--- src/hw/rtl/dlgj_pkg.sv ---
// types and constants shared by the dual lehmer generator judge
// used by dlgj_gen and dual_lehmer_generator_judge_unit, no dependencies
package dlgj_pkg;

    localparam int MOD_BITS   = 31;
    localparam int FAC_BITS   = 16;
    localparam int MASK_BITS  = 8;
    localparam int CNT_BITS   = 32;
    localparam int DIG_BITS   = 4;
    localparam int DIG_CNT    = FAC_BITS / DIG_BITS;
    localparam int DIG_IDX    = $clog2(DIG_CNT);
    localparam int PROD_BITS  = MOD_BITS + FAC_BITS;
    localparam int DPROD_BITS = MOD_BITS + DIG_BITS;
    localparam int TRY_BITS   = 17;
    localparam int ADDR_BITS  = 3;
    localparam int IN_BITS    = 8;
    localparam int OUT_BITS   = 96;

    localparam logic [MOD_BITS-1:0]  MODULUS    = {MOD_BITS{1'b1}};
    localparam logic [TRY_BITS-1:0]  PICK_LIMIT = 17'd65536;
    localparam logic [DIG_IDX-1:0]   DIG_LAST   = DIG_IDX'(DIG_CNT - 1);
    localparam logic [CNT_BITS-1:0]  CNT_MAX    = {CNT_BITS{1'b1}};

    localparam logic [MOD_BITS-1:0]  SEED_RST     = 31'd1;
    localparam logic [FAC_BITS-1:0]  FACTOR_A_RST = 16'd16807;
    localparam logic [FAC_BITS-1:0]  FACTOR_B_RST = 16'd48271;
    localparam logic [MASK_BITS-1:0] MASK_A_RST   = 8'd3;
    localparam logic [MASK_BITS-1:0] MASK_B_RST   = 8'd7;

    typedef enum logic [ADDR_BITS-1:0] {
        REG_SEED_A   = 3'd0,
        REG_SEED_B   = 3'd1,
        REG_FACTOR_A = 3'd2,
        REG_FACTOR_B = 3'd3,
        REG_PICKY    = 3'd4,
        REG_MASK_A   = 3'd5,
        REG_MASK_B   = 3'd6
    } t_reg_idx;

    typedef enum logic [1:0] {
        GEN_IDLE,
        GEN_MUL,
        GEN_RED
    } t_gen_state;

    typedef enum logic {
        TOP_IDLE,
        TOP_RUN
    } t_top_state;

    typedef struct packed {
        logic start;
        logic restart;
    } t_gen_ctl;

    typedef struct packed {
        logic                idle;
        logic [MOD_BITS-1:0] value;
    } t_gen_stat;

endpackage

--- src/hw/rtl/dual_lehmer_generator_judge_unit.sv ---
// top level of the dual lehmer generator judge: config registers, round
// control, match counter and output register; depends on dlgj_pkg, dlgj_gen
//
//  channel   dir  width  content (lowest bit first)
//  s_axis    in   8      restart, zero fill
//  m_axis    out  96     matched, match_count[31:0], value_a[30:0], value_b[30:0], zero
//  cfg       in   3+31   register index, write data (no read-back)
//
// one advance is 4 steps of a 31x4 digit multiply plus one fold
// a round ends once both generators are done, k the larger advance count of the two generators
// (k = 1 in plain mode, up to 65536 in picky mode)
// reset is synchronous active low and restores seeds, factors, masks and count
// a result waiting on o_m_tvalid holds the next round at its end, not its start
module dual_lehmer_generator_judge_unit #(
    parameter int COMPARE_BITS = 16
) (
    input  logic                               i_clk,
    input  logic                               i_rst_n,
    input  logic                               i_s_tvalid,
    output logic                               o_s_tready,
    input  logic [dlgj_pkg::IN_BITS-1:0]       i_s_tdata,   // restart
    output logic                               o_m_tvalid,
    input  logic                               i_m_tready,
    output logic [dlgj_pkg::OUT_BITS-1:0]      o_m_tdata,   // matched, count, value_a, value_b
    input  logic                               i_cfg_we,
    input  logic [dlgj_pkg::ADDR_BITS-1:0]     i_cfg_addr,
    input  logic [dlgj_pkg::MOD_BITS-1:0]      i_cfg_wdata
);

    logic [dlgj_pkg::MOD_BITS-1:0]   r_seed_a, r_seed_b;
    logic [dlgj_pkg::FAC_BITS-1:0]   r_factor_a, r_factor_b;
    logic                            r_picky;
    logic [dlgj_pkg::MASK_BITS-1:0]  r_mask_a, r_mask_b;

    dlgj_pkg::t_top_state            r_state, n_state;
    logic                            r_restart, n_restart;
    logic [dlgj_pkg::CNT_BITS-1:0]   r_total, n_total;
    logic                            r_out_valid, n_out_valid;
    logic [dlgj_pkg::OUT_BITS-1:0]   r_out_data, n_out_data;

    dlgj_pkg::t_gen_ctl              gen_ctl;
    dlgj_pkg::t_gen_stat             stat_a, stat_b;
    logic [dlgj_pkg::MASK_BITS-1:0]  eff_mask_a, eff_mask_b;
    logic                            hit;
    logic [dlgj_pkg::CNT_BITS-1:0]   base_total, new_total;
    logic                            accept, out_free;

    always_ff @(posedge i_clk) begin
        if (!i_rst_n) begin
            r_seed_a   <= dlgj_pkg::SEED_RST;
            r_seed_b   <= dlgj_pkg::SEED_RST;
            r_factor_a <= dlgj_pkg::FACTOR_A_RST;
            r_factor_b <= dlgj_pkg::FACTOR_B_RST;
            r_picky    <= 1'b0;
            r_mask_a   <= dlgj_pkg::MASK_A_RST;
            r_mask_b   <= dlgj_pkg::MASK_B_RST;
        end else if (i_cfg_we) begin
            case (i_cfg_addr)
                dlgj_pkg::REG_SEED_A:   r_seed_a   <= i_cfg_wdata;
                dlgj_pkg::REG_SEED_B:   r_seed_b   <= i_cfg_wdata;
                dlgj_pkg::REG_FACTOR_A: r_factor_a <= i_cfg_wdata[dlgj_pkg::FAC_BITS-1:0];
                dlgj_pkg::REG_FACTOR_B: r_factor_b <= i_cfg_wdata[dlgj_pkg::FAC_BITS-1:0];
                dlgj_pkg::REG_PICKY:    r_picky    <= i_cfg_wdata[0];
                dlgj_pkg::REG_MASK_A:   r_mask_a   <= i_cfg_wdata[dlgj_pkg::MASK_BITS-1:0];
                dlgj_pkg::REG_MASK_B:   r_mask_b   <= i_cfg_wdata[dlgj_pkg::MASK_BITS-1:0];
                default: begin
                end
            endcase
        end
    end

    // a zero mask gives exactly one advance, which is plain mode
    assign eff_mask_a = r_picky ? r_mask_a : '0;
    assign eff_mask_b = r_picky ? r_mask_b : '0;

    dlgj_gen u_gen_a (
        .i_clk    (i_clk),
        .i_rst_n  (i_rst_n),
        .i_ctl    (gen_ctl),
        .i_seed   (r_seed_a),
        .i_factor (r_factor_a),
        .i_mask   (eff_mask_a),
        .o_stat   (stat_a)
    );

    dlgj_gen u_gen_b (
        .i_clk    (i_clk),
        .i_rst_n  (i_rst_n),
        .i_ctl    (gen_ctl),
        .i_seed   (r_seed_b),
        .i_factor (r_factor_b),
        .i_mask   (eff_mask_b),
        .o_stat   (stat_b)
    );

    always_ff @(posedge i_clk) begin
        if (!i_rst_n) begin
            r_state     <= dlgj_pkg::TOP_IDLE;
            r_total     <= '0;
            r_out_valid <= 1'b0;
        end else begin
            r_state     <= n_state;
            r_total     <= n_total;
            r_out_valid <= n_out_valid;
        end
        r_restart  <= n_restart;
        r_out_data <= n_out_data;
    end

    assign accept   = i_s_tvalid && o_s_tready;
    assign out_free = !r_out_valid || i_m_tready;

    assign hit = (stat_a.value[COMPARE_BITS-1:0] == stat_b.value[COMPARE_BITS-1:0]);
    assign base_total = r_restart ? '0 : r_total;
    assign new_total  = (hit && (base_total != dlgj_pkg::CNT_MAX))
                      ? base_total + dlgj_pkg::CNT_BITS'(1) : base_total;

    always_comb begin
        n_state         = r_state;
        n_restart       = r_restart;
        n_total         = r_total;
        n_out_valid     = r_out_valid && !i_m_tready;
        n_out_data      = r_out_data;
        gen_ctl.start   = 1'b0;
        gen_ctl.restart = i_s_tdata[0];
        o_s_tready      = 1'b0;
        case (r_state)
            dlgj_pkg::TOP_IDLE: begin
                o_s_tready = 1'b1;
                if (accept) begin
                    gen_ctl.start = 1'b1;
                    n_restart     = i_s_tdata[0];
                    n_state       = dlgj_pkg::TOP_RUN;
                end
            end
            dlgj_pkg::TOP_RUN: begin
                if (stat_a.idle && stat_b.idle && out_free) begin
                    n_total     = new_total;
                    n_out_valid = 1'b1;
                    n_out_data  = {1'b0, stat_b.value, stat_a.value, new_total, hit};
                    n_state     = dlgj_pkg::TOP_IDLE;
                end
            end
            default: begin
                n_state = dlgj_pkg::TOP_IDLE;
            end
        endcase
    end

    assign o_m_tvalid = r_out_valid;
    assign o_m_tdata  = r_out_data;

endmodule

--- src/hw/rtl/dlgj_gen.sv ---
// one lehmer generator: digit-serial multiply by the factor, fold mod 2^31-1,
// repeats while the value fails the mask, up to 65536 advances; depends on dlgj_pkg
module dlgj_gen (
    input  logic                             i_clk,
    input  logic                             i_rst_n,
    input  dlgj_pkg::t_gen_ctl               i_ctl,
    input  logic [dlgj_pkg::MOD_BITS-1:0]    i_seed,
    input  logic [dlgj_pkg::FAC_BITS-1:0]    i_factor,
    input  logic [dlgj_pkg::MASK_BITS-1:0]   i_mask,
    output dlgj_pkg::t_gen_stat              o_stat
);

    dlgj_pkg::t_gen_state                r_state, n_state;
    logic [dlgj_pkg::MOD_BITS-1:0]       r_x, n_x;
    logic [dlgj_pkg::PROD_BITS-1:0]      r_acc, n_acc;
    logic [dlgj_pkg::FAC_BITS-1:0]       r_fac, n_fac;
    logic [dlgj_pkg::DIG_IDX-1:0]        r_dig, n_dig;
    logic [dlgj_pkg::TRY_BITS-1:0]       r_tries, n_tries;

    logic [dlgj_pkg::DIG_BITS-1:0]       digit;
    logic [dlgj_pkg::DPROD_BITS-1:0]     dprod;
    logic [dlgj_pkg::MOD_BITS:0]         fold;
    logic [dlgj_pkg::MOD_BITS-1:0]       red;

    always_ff @(posedge i_clk) begin
        if (!i_rst_n) begin
            r_state <= dlgj_pkg::GEN_IDLE;
            r_x     <= dlgj_pkg::SEED_RST;
        end else begin
            r_state <= n_state;
            r_x     <= n_x;
        end
        r_acc   <= n_acc;
        r_fac   <= n_fac;
        r_dig   <= n_dig;
        r_tries <= n_tries;
    end

    // top digit of the factor first, accumulator shifts one digit per step
    assign digit = r_fac[dlgj_pkg::FAC_BITS-1 -: dlgj_pkg::DIG_BITS];
    assign dprod = {{dlgj_pkg::DIG_BITS{1'b0}}, r_x}
                 * {{dlgj_pkg::MOD_BITS{1'b0}}, digit};

    // bits above bit 30 fold onto the low bits, one subtract finishes it
    assign fold = {1'b0, r_acc[dlgj_pkg::MOD_BITS-1:0]}
                + {{(2*dlgj_pkg::MOD_BITS+1-dlgj_pkg::PROD_BITS){1'b0}},
                   r_acc[dlgj_pkg::PROD_BITS-1:dlgj_pkg::MOD_BITS]};
    assign red  = (fold >= {1'b0, dlgj_pkg::MODULUS})
                ? dlgj_pkg::MOD_BITS'(fold - {1'b0, dlgj_pkg::MODULUS})
                : fold[dlgj_pkg::MOD_BITS-1:0];

    always_comb begin
        n_state = r_state;
        n_x     = r_x;
        n_acc   = r_acc;
        n_fac   = r_fac;
        n_dig   = r_dig;
        n_tries = r_tries;
        case (r_state)
            dlgj_pkg::GEN_IDLE: begin
                if (i_ctl.start) begin
                    if (i_ctl.restart) begin
                        n_x = i_seed;
                    end
                    n_acc   = '0;
                    n_fac   = i_factor;
                    n_dig   = '0;
                    n_tries = '0;
                    n_state = dlgj_pkg::GEN_MUL;
                end
            end
            dlgj_pkg::GEN_MUL: begin
                n_acc = {r_acc[dlgj_pkg::PROD_BITS-dlgj_pkg::DIG_BITS-1:0],
                         {dlgj_pkg::DIG_BITS{1'b0}}}
                      + {{(dlgj_pkg::PROD_BITS-dlgj_pkg::DPROD_BITS){1'b0}}, dprod};
                n_fac = r_fac << dlgj_pkg::DIG_BITS;
                n_dig = r_dig + dlgj_pkg::DIG_IDX'(1);
                if (r_dig == dlgj_pkg::DIG_LAST) begin
                    n_state = dlgj_pkg::GEN_RED;
                end
            end
            dlgj_pkg::GEN_RED: begin
                n_x     = red;
                n_tries = r_tries + dlgj_pkg::TRY_BITS'(1);
                if (((red[dlgj_pkg::MASK_BITS-1:0] & i_mask) != '0)
                    && (n_tries < dlgj_pkg::PICK_LIMIT)) begin
                    n_acc   = '0;
                    n_fac   = i_factor;
                    n_dig   = '0;
                    n_state = dlgj_pkg::GEN_MUL;
                end else begin
                    n_state = dlgj_pkg::GEN_IDLE;
                end
            end
            default: begin
                n_state = dlgj_pkg::GEN_IDLE;
            end
        endcase
    end

    assign o_stat.idle  = (r_state == dlgj_pkg::GEN_IDLE);
    assign o_stat.value = r_x;

endmodule
--- config.mk ---
export PLATFORM = sky130hd
export DESIGN_NAME = dual_lehmer_generator_judge_unit
export DESIGN_NICKNAME = d
export VERILOG_FILES = /design/src/hw/rtl/dlgj_pkg.sv /design/src/hw/rtl/dual_lehmer_generator_judge_unit.sv /design/src/hw/rtl/dlgj_gen.sv
export SDC_FILE = /design/constraint.sdc
export NUM_CORES = 2
export LEC_CHECK = 0
export BUFFER_PORTS_ARGS = -buffer_cell sky130_fd_sc_hd__buf_2
export CAP_MARGIN = 20
export CORE_UTILIZATION = 40
export DETAILED_ROUTE_END_ITERATION = 12
export GPL_TIMING_DRIVEN = 0
export PLACE_DENSITY_LB_ADDON = 0.08
export SLEW_MARGIN = 0
export SYNTH_ARGS = -nofsm -noshare
export SYNTH_HDL_FRONTEND = slang
export SYNTH_SLANG_ARGS = --single-unit
export TNS_END_PERCENT = 20
--- constraint.sdc ---
create_clock -name i_clk -period 16.5 [get_ports i_clk]
set_input_delay 3.3 -clock i_clk [delete_from_list [all_inputs] [get_ports i_clk]]
set_output_delay 3.3 -clock i_clk [all_outputs]
set_load 0.005 [all_outputs]
# Yosys cells after proc, flatten, opt, wreduce, memory -nomap -nowiden
# Cells that the tools add are included.
# Widths: inputs -> output; s select.
[totals]
reg_bits = 471
latchBits = 0
mem_bits_rw = 0
romBits = 0
output_inout_bits = 98
wordCells = 147
n_memories = 0
[op_classes]
n_addsub = 11
mul = 2
div = 0
magnitude_cmp = 4
n_eq_ne = 22
shift = 0
muxes = 45
bitwise_logic = 3
reduce_logical = 36
[ops]
columns = ["op", "count"]
rows = [
  ["$pmux 47 s3", 2],
  ["$mux 31", 6],
  ["$mux 47", 3],
  ["$pmux 31 s2", 2],
  ["$pmux 16 s3", 2],
  ["$add 47x35->47", 2],
  ["$mul 31x4->35", 2],
  ["$pmux 17 s2", 2],
  ["$add 31x16->32", 2],
  ["$ge 32x31->1 const B", 2],
  ["$mux 16", 4],
  ["$mux 32", 2],
  ["$sub 31x31->31 const B", 2],
  ["$add 17x1->17 const B", 2],
  ["$lt 17x17->1 const B", 2],
  ["$add 32x1->32 const B", 1],
  ["$ne 32x32->1 const B", 1],
  ["$reduce_and 2->1", 13],
  ["$pmux 2 s3", 4],
  ["$mux 17", 1],
  ["$and 8x8->8", 2],
  ["$eq 16x16->1", 1],
  ["$mux 8", 2],
  ["$reduce_bool 8->1", 2],
  ["other kinds (20)", 59],
]

# Logic depth before layout (Yosys ltp)
[logic_depth]
ltp_word = 8
mapped_depth = 21

# Modules after synthesis
# Synthesis repeated with hierarchy kept, for this count alone.
[unflattened]
hier_cells = 3638
hier_area_um2 = 32801.5
[modules_own_cells]
columns = ["mod", "instances", "cells_per_inst", "area_per_inst_um2"]
rows = [
  ["dlgj_gen at u_gen_b", 1, 1318, 11617.4],
  ["dlgj_gen at u_gen_a", 1, 1316, 11531.1],
  ["dual_lehmer_generator_judge_unit", 1, 1004, 9653.0],
]

# Worst setup path after synthesis
# OpenSTA, ideal clock, no wires.
[synth_path]
kind = "register to register"
from = "register u_gen_a.r_acc[0] (netlist bit)"
to = "register u_gen_a.r_acc[0] (netlist bit) (enable)"
setup_time_ps = 510
arrival_ps = 7060
required_time_ps = 15990
slack_ps = 8930
path_stages_with_launch = 15
path_buffers = 1
period_less_slack_ps = 7570
cell_sequence = "edfxtp_1 -> ha_1 -> fa_1 -> a21o_2 -> a221o_1 -> a311oi_1 -> xnor2_1 -> nor4bb_1 -> and4b_2 -> nand4_1 -> o21ai_1 -> buf_2 -> mux2i_1 -> inv_1 -> a21oi_1"
[synth_via]
elab_chain_cells = 8
elab_cells_between_ends = 9
cone_classes = "add/sub (2); order compare (1); eq/ne (1); mux (1); bitwise (1); reduce/logical (3)"
[synth_lines]
columns = ["element", "line_no", "text"]
rows = [
  ["start: declaration", "dlgj_gen.sv:15", "logic [dlgj_pkg::PROD_BITS-1:0] r_acc, n_acc;"],
  ["start signal: assignment", "dlgj_gen.sv:33", "r_acc <= n_acc;"],
  ["$add 31x16->32 *", "dlgj_gen.sv:46", "+ {{(2*dlgj_pkg::MOD_BITS+1-dlgj_pkg::PROD_BITS){1'b0}},"],
  ["$sub 31x31->31 / $ge 32x31->1 (equally long branches)", "dlgj_gen.sv:49, dlgj_gen.sv:48", ""],
  ["$mux 31 *", "dlgj_gen.sv:49", "? dlgj_pkg::MOD_BITS'(fold - {1'b0, dlgj_pkg::MODULUS})"],
  ["$and 8x8->8 *", "dlgj_gen.sv:85", "if (((red[dlgj_pkg::MASK_BITS-1:0] & i_mask) != '0)"],
  ["$reduce_bool 8->1 *", "dlgj_gen.sv:85", ""],
  ["$logic_and 1x1->1 *", "dlgj_gen.sv:86", "&& (n_tries < dlgj_pkg::PICK_LIMIT)) begin"],
  ["$ne 2x1->1 (no line) *", "n/a", ""],
  ["$reduce_and 3->1 (no line) *", "n/a", ""],
]
# Mark *: on every way between the ends. The rest lies on a longest branch, timed or not.
# A chain may end at the register's enable or synchronous reset.

# Worst setup path in the final report
[layout_path]
from = "register u_gen_a.r_fac[15] (netlist bit)"
to = "register u_gen_a.r_acc[43] (netlist bit), data pin"
[layout_via]
elab_chain_cells = 3
[layout_lines]
columns = ["element", "line_no", "text"]
rows = [
  ["start: declaration", "dlgj_gen.sv:16", "logic [dlgj_pkg::FAC_BITS-1:0] r_fac, n_fac;"],
  ["start signal: assignment", "dlgj_gen.sv:34", "r_fac <= n_fac;"],
  ["$mul 31x4->35", "dlgj_gen.sv:42", "* {{dlgj_pkg::MOD_BITS{1'b0}}, digit};"],
  ["$add 47x35->47", "dlgj_gen.sv:75", "+ {{(dlgj_pkg::PROD_BITS-dlgj_pkg::DPROD_BITS){1'b0}}, dprod};"],
  ["$pmux 47 s3", "dlgj_gen.sv:59", "case (r_state)"],
]
# No other way between the ends.

==> results.sh <==
export IMPL_ys_seq_elements=471
export IMPL_detail_route_first_pass_iterations=6
export IMPL_postPlaceCellArea_mm2=0.03378
export IMPL_fin_tns_setup_ps=0
export IMPL_ant_nets=0
export IMPL_critPathCaptureType="register"
export IMPL_crit_slowest_cell="clkbuf_1"
export IMPL_yosys_area_top_type_share_pct=24.66
export IMPL_nNetsFinal=4020
export IMPL_tightest_slew_ps=1021
export IMPL_postCtsSetupBuffers=0
export IMPL_synth_top_area_cell="edfxtp_1"
export IMPL_synthToLayoutAreaGrowth_pct=12.90
export IMPL_dieArea_mm2=0.08027
export IMPL_max_stage_delay_ps=680
export IMPL_synthDistinctLibCells=95
export IMPL_rsz0062_at_grt="no"
export IMPL_fin_crit_sh_pct=42.41
export IMPL_overflow=0
export IMPL_synthArstFlopShare_pct=0
export IMPL_cts_sinks=471
export IMPL_cellLeakagePower_nw=14.65
export IMPL_drtIter0Drc=2365
export IMPL_synthTopCellsByCount="nand2_1 (598), nor2_1 (283), edfxtp_1 (260), inv_1 (229), dfxtp_1 (211)"
export IMPL_place_congestion=0.9137
export IMPL_crit_fanout=10
export IMPL_antenna_found_initial=2
export IMPL_synth_main_ff_cell="edfxtp_1"
export IMPL_start_util_pct=40.67
export IMPL_tritoncts="done"
export IMPL_yosysWarningCount=0
export IMPL_yosysMostFrequentCell="nand2_1"
export IMPL_cap_violations=0
export IMPL_cts_buffers=56
export IMPL_fillers=7748
export IMPL_htree_levels=2
export IMPL_regArea_mm2=0.01203
export IMPL_p_per_area_mw_per_mm2=129.7
export IMPL_clk_latency_ps=660
export IMPL_relSlewSlack_pct=31.74
export IMPL_drive_above_1_share_pct=7.961
export IMPL_io_pins=145
export IMPL_path_buf_inv=5
export IMPL_clock_path_buffers=3
export IMPL_cp_common_cell="fa_1"
export IMPL_cts_resized=0
export IMPL_hpwl_mm=80.01
export IMPL_cts_hold_buf=0
export IMPL_finalHoldViolCount=0
export IMPL_timing_final_max_slew_violations=0
export IMPL_root_buffer="clkbuf_16"
export IMPL_drc=0
export IMPL_num_vias=26100
export IMPL_fmax_mhz=142.9
export IMPL_num_rows=102
export IMPL_grt_max_degree=62
export IMPL_antenna_cells=0
export IMPL_grt_pass1_wl_mm=156.9
export IMPL_grt_util_all_layers_pct=25.56
export IMPL_status="complete, no violations"
export IMPL_worstSetupPathType="register to register"
export IMPL_setup_viol=0
export IMPL_syn_instance_count=3469
export IMPL_synth_area_top_cells="edfxtp_1 (25%), dfxtp_1 (13%), fa_1 (11%)"
export IMPL_clk_pin_slew_worst_paths_ps=60
export IMPL_synth_area_mm2=0.03166
export IMPL_hp_class="register to register"
export IMPL_avgViaCountPerCell=5.486
export IMPL_syn_area_per_cell_um2=9.126
export IMPL_ir_drop_mv=0.09971
export IMPL_multiInputGateArea_mm2=0.01818
export IMPL_fin_worst_skew_ps=34.44
export IMPL_cp_required_ps=16980
export IMPL_period_minus_slack_ps=6997
export IMPL_syn_num_nets=3819
export IMPL_seq_area_frac_synth_pct=38.00
export IMPL_grt_pass1_vias=24880
export IMPL_worstSetupStartpointType="register"
export IMPL_port_buffers=135
export IMPL_crit_family="compound AO/OA/AOI/OAI gates"
export IMPL_wl_per_cell_um=21.77
export IMPL_die_x_um=283.3
export IMPL_die_y_um=283.3
export IMPL_core_area_mm2=0.07785
export IMPL_design_area_mm2=0.03574
export IMPL_crit_chain="clkbuf_1, nand2_1, fa_1, inv_1, fa_1, inv_1, fa_1, inv_1, fa_1, a21o_1, a21o_1, a21oi_1, o21a_1, o31ai_1, nand2_1, o31ai_1, a2111oi_0, dlymetal6s2s_1, o31a_1, or3_1, a21oi_1"
export IMPL_crit_arrival_ps=7470
export IMPL_synth_edf_count=260
export IMPL_wl_mm=103.6
[per-layer routing]
| metal | routed length [um] | global-route usage (%) | vias to the layer above |
|---|---|---|---|
| li1 | - | - | 12410 |
| met1 | 51450 | 39.56 | 12730 |
| met2 | 42380 | 36.57 | 866 |
| met3 | 8247 | 5.403 | 96 |
| met4 | 1484 | 4.270 | 2 |
| met5 | 8 | 0 | - |
[worst reg2reg max path, delay by kind of cell, from the launching register on]
| kind | cells | cell delay [ps] |
|---|---|---|
| compound gates | 9 | 2620 |
| fa+ha+maj | 4 | 1600 |
| buf+inv | 5 | 1220 |
| simple gates | 3 | 770 |
| flops | 1 | 610 |
[power by group]
group	switching (W)	internal, W
sequential	0.000202	0.00146
combinational	0.00110	0.000573
clock	0.000556	0.000744
total	0.00186	0.00277
[cell type report]
| cell class | count | share of cell area (%) |
|---|---|---|
| multi-input combinational | 2617 | 50.88 |
| sequential | 471 | 33.66 |
| clock inverter | 33 | 0.9347 |
| timing repair buffer | 143 | 2.276 |
| clock buffer | 73 | 4.495 |
| buffer | 151 | 1.698 |
| inverter | 230 | 2.416 |
| tap | 1040 | 3.641 |
[layout by cell type (no fill, tap or decap), drive strengths merged, types with 62 or more instances in the layout]
cell	netlist	final
edfxtp	260	260
dfxtp	211	211
clkbuf	139	214
xor2	96	96
buf	12	152
ha	125	125
inv	229	238
nor2	283	283
and3	63	63
a21o	62	62
xnor2	102	102
nand3	124	124
o21ai	83	83
a21oi	207	207
nand2	598	598
fa	178	178
and2	169	169
[sequential cells by signal, summed over array words and instances, names as in the netlist, 17 cells and up]
signal / count
o_m_tdata: 95
u_gen_a.r_acc: 47
u_gen_b.r_acc: 47
r_total: 32
r_seed_a: 31
r_seed_b: 31
u_gen_a.r_x: 31
u_gen_b.r_x: 31
u_gen_a.r_tries: 17
u_gen_b.r_tries: 17
[final timing paths]
check | start | endpoint | slack [ps] | cells past startpoint
worst min register to register | r_seed_a[27]$_SDFFE_PN0P_ | r_seed_a[27]$_SDFFE_PN0P_ | 450 | 2
worst max register to register | u_gen_a.r_fac[15]$_DFFE_PP_ | u_gen_a.r_acc[43]$_SDFFCE_PN0P_ | 9500 | 21
worst max-delay path | u_gen_a.r_fac[15]$_DFFE_PP_ | u_gen_a.r_acc[43]$_SDFFCE_PN0P_ | 9500 | 21
worst min-delay path | r_seed_a[27]$_SDFFE_PN0P_ | r_seed_a[27]$_SDFFE_PN0P_ | 450 | 2
[metrics by stage]
stage	hold slack (ps)	cells	setup slack, ps	total power, W	utilization (%)
finish	454.5	4758	9503	0.004635	45.91
global route	474.2	4758	9163	0.004909	45.91
CTS	458.6	4755	9501	0.004647	45.88
detailed placement	448.7	4649	9502	0.003331	43.39
global placement	445.1	4644	5937	0.003341	43.20
floorplan	431.7	3469	8930	0.002768	-
[cells by family (layout without fill, tap and decap cells)]
| logic type | Yosys count | after routing | share of synthesized area [%] |
|---|---|---|---|
| multiplexers | 34 | 34 | 1.099 |
| adder cells (fa/ha/maj) | 303 | 303 | 16.20 |
| XOR/XNOR | 198 | 198 | 5.478 |
| other | 1 | 1 | 0.01185 |
| buffers and inverters | 381 | 630 | 4.632 |
| AO/OA/AOI/OAI | 599 | 599 | 12.39 |
| AND/OR/NAND/NOR | 1482 | 1482 | 22.18 |
| flip-flops | 471 | 471 | 38.00 |
(Power assumes the default switching activity.)
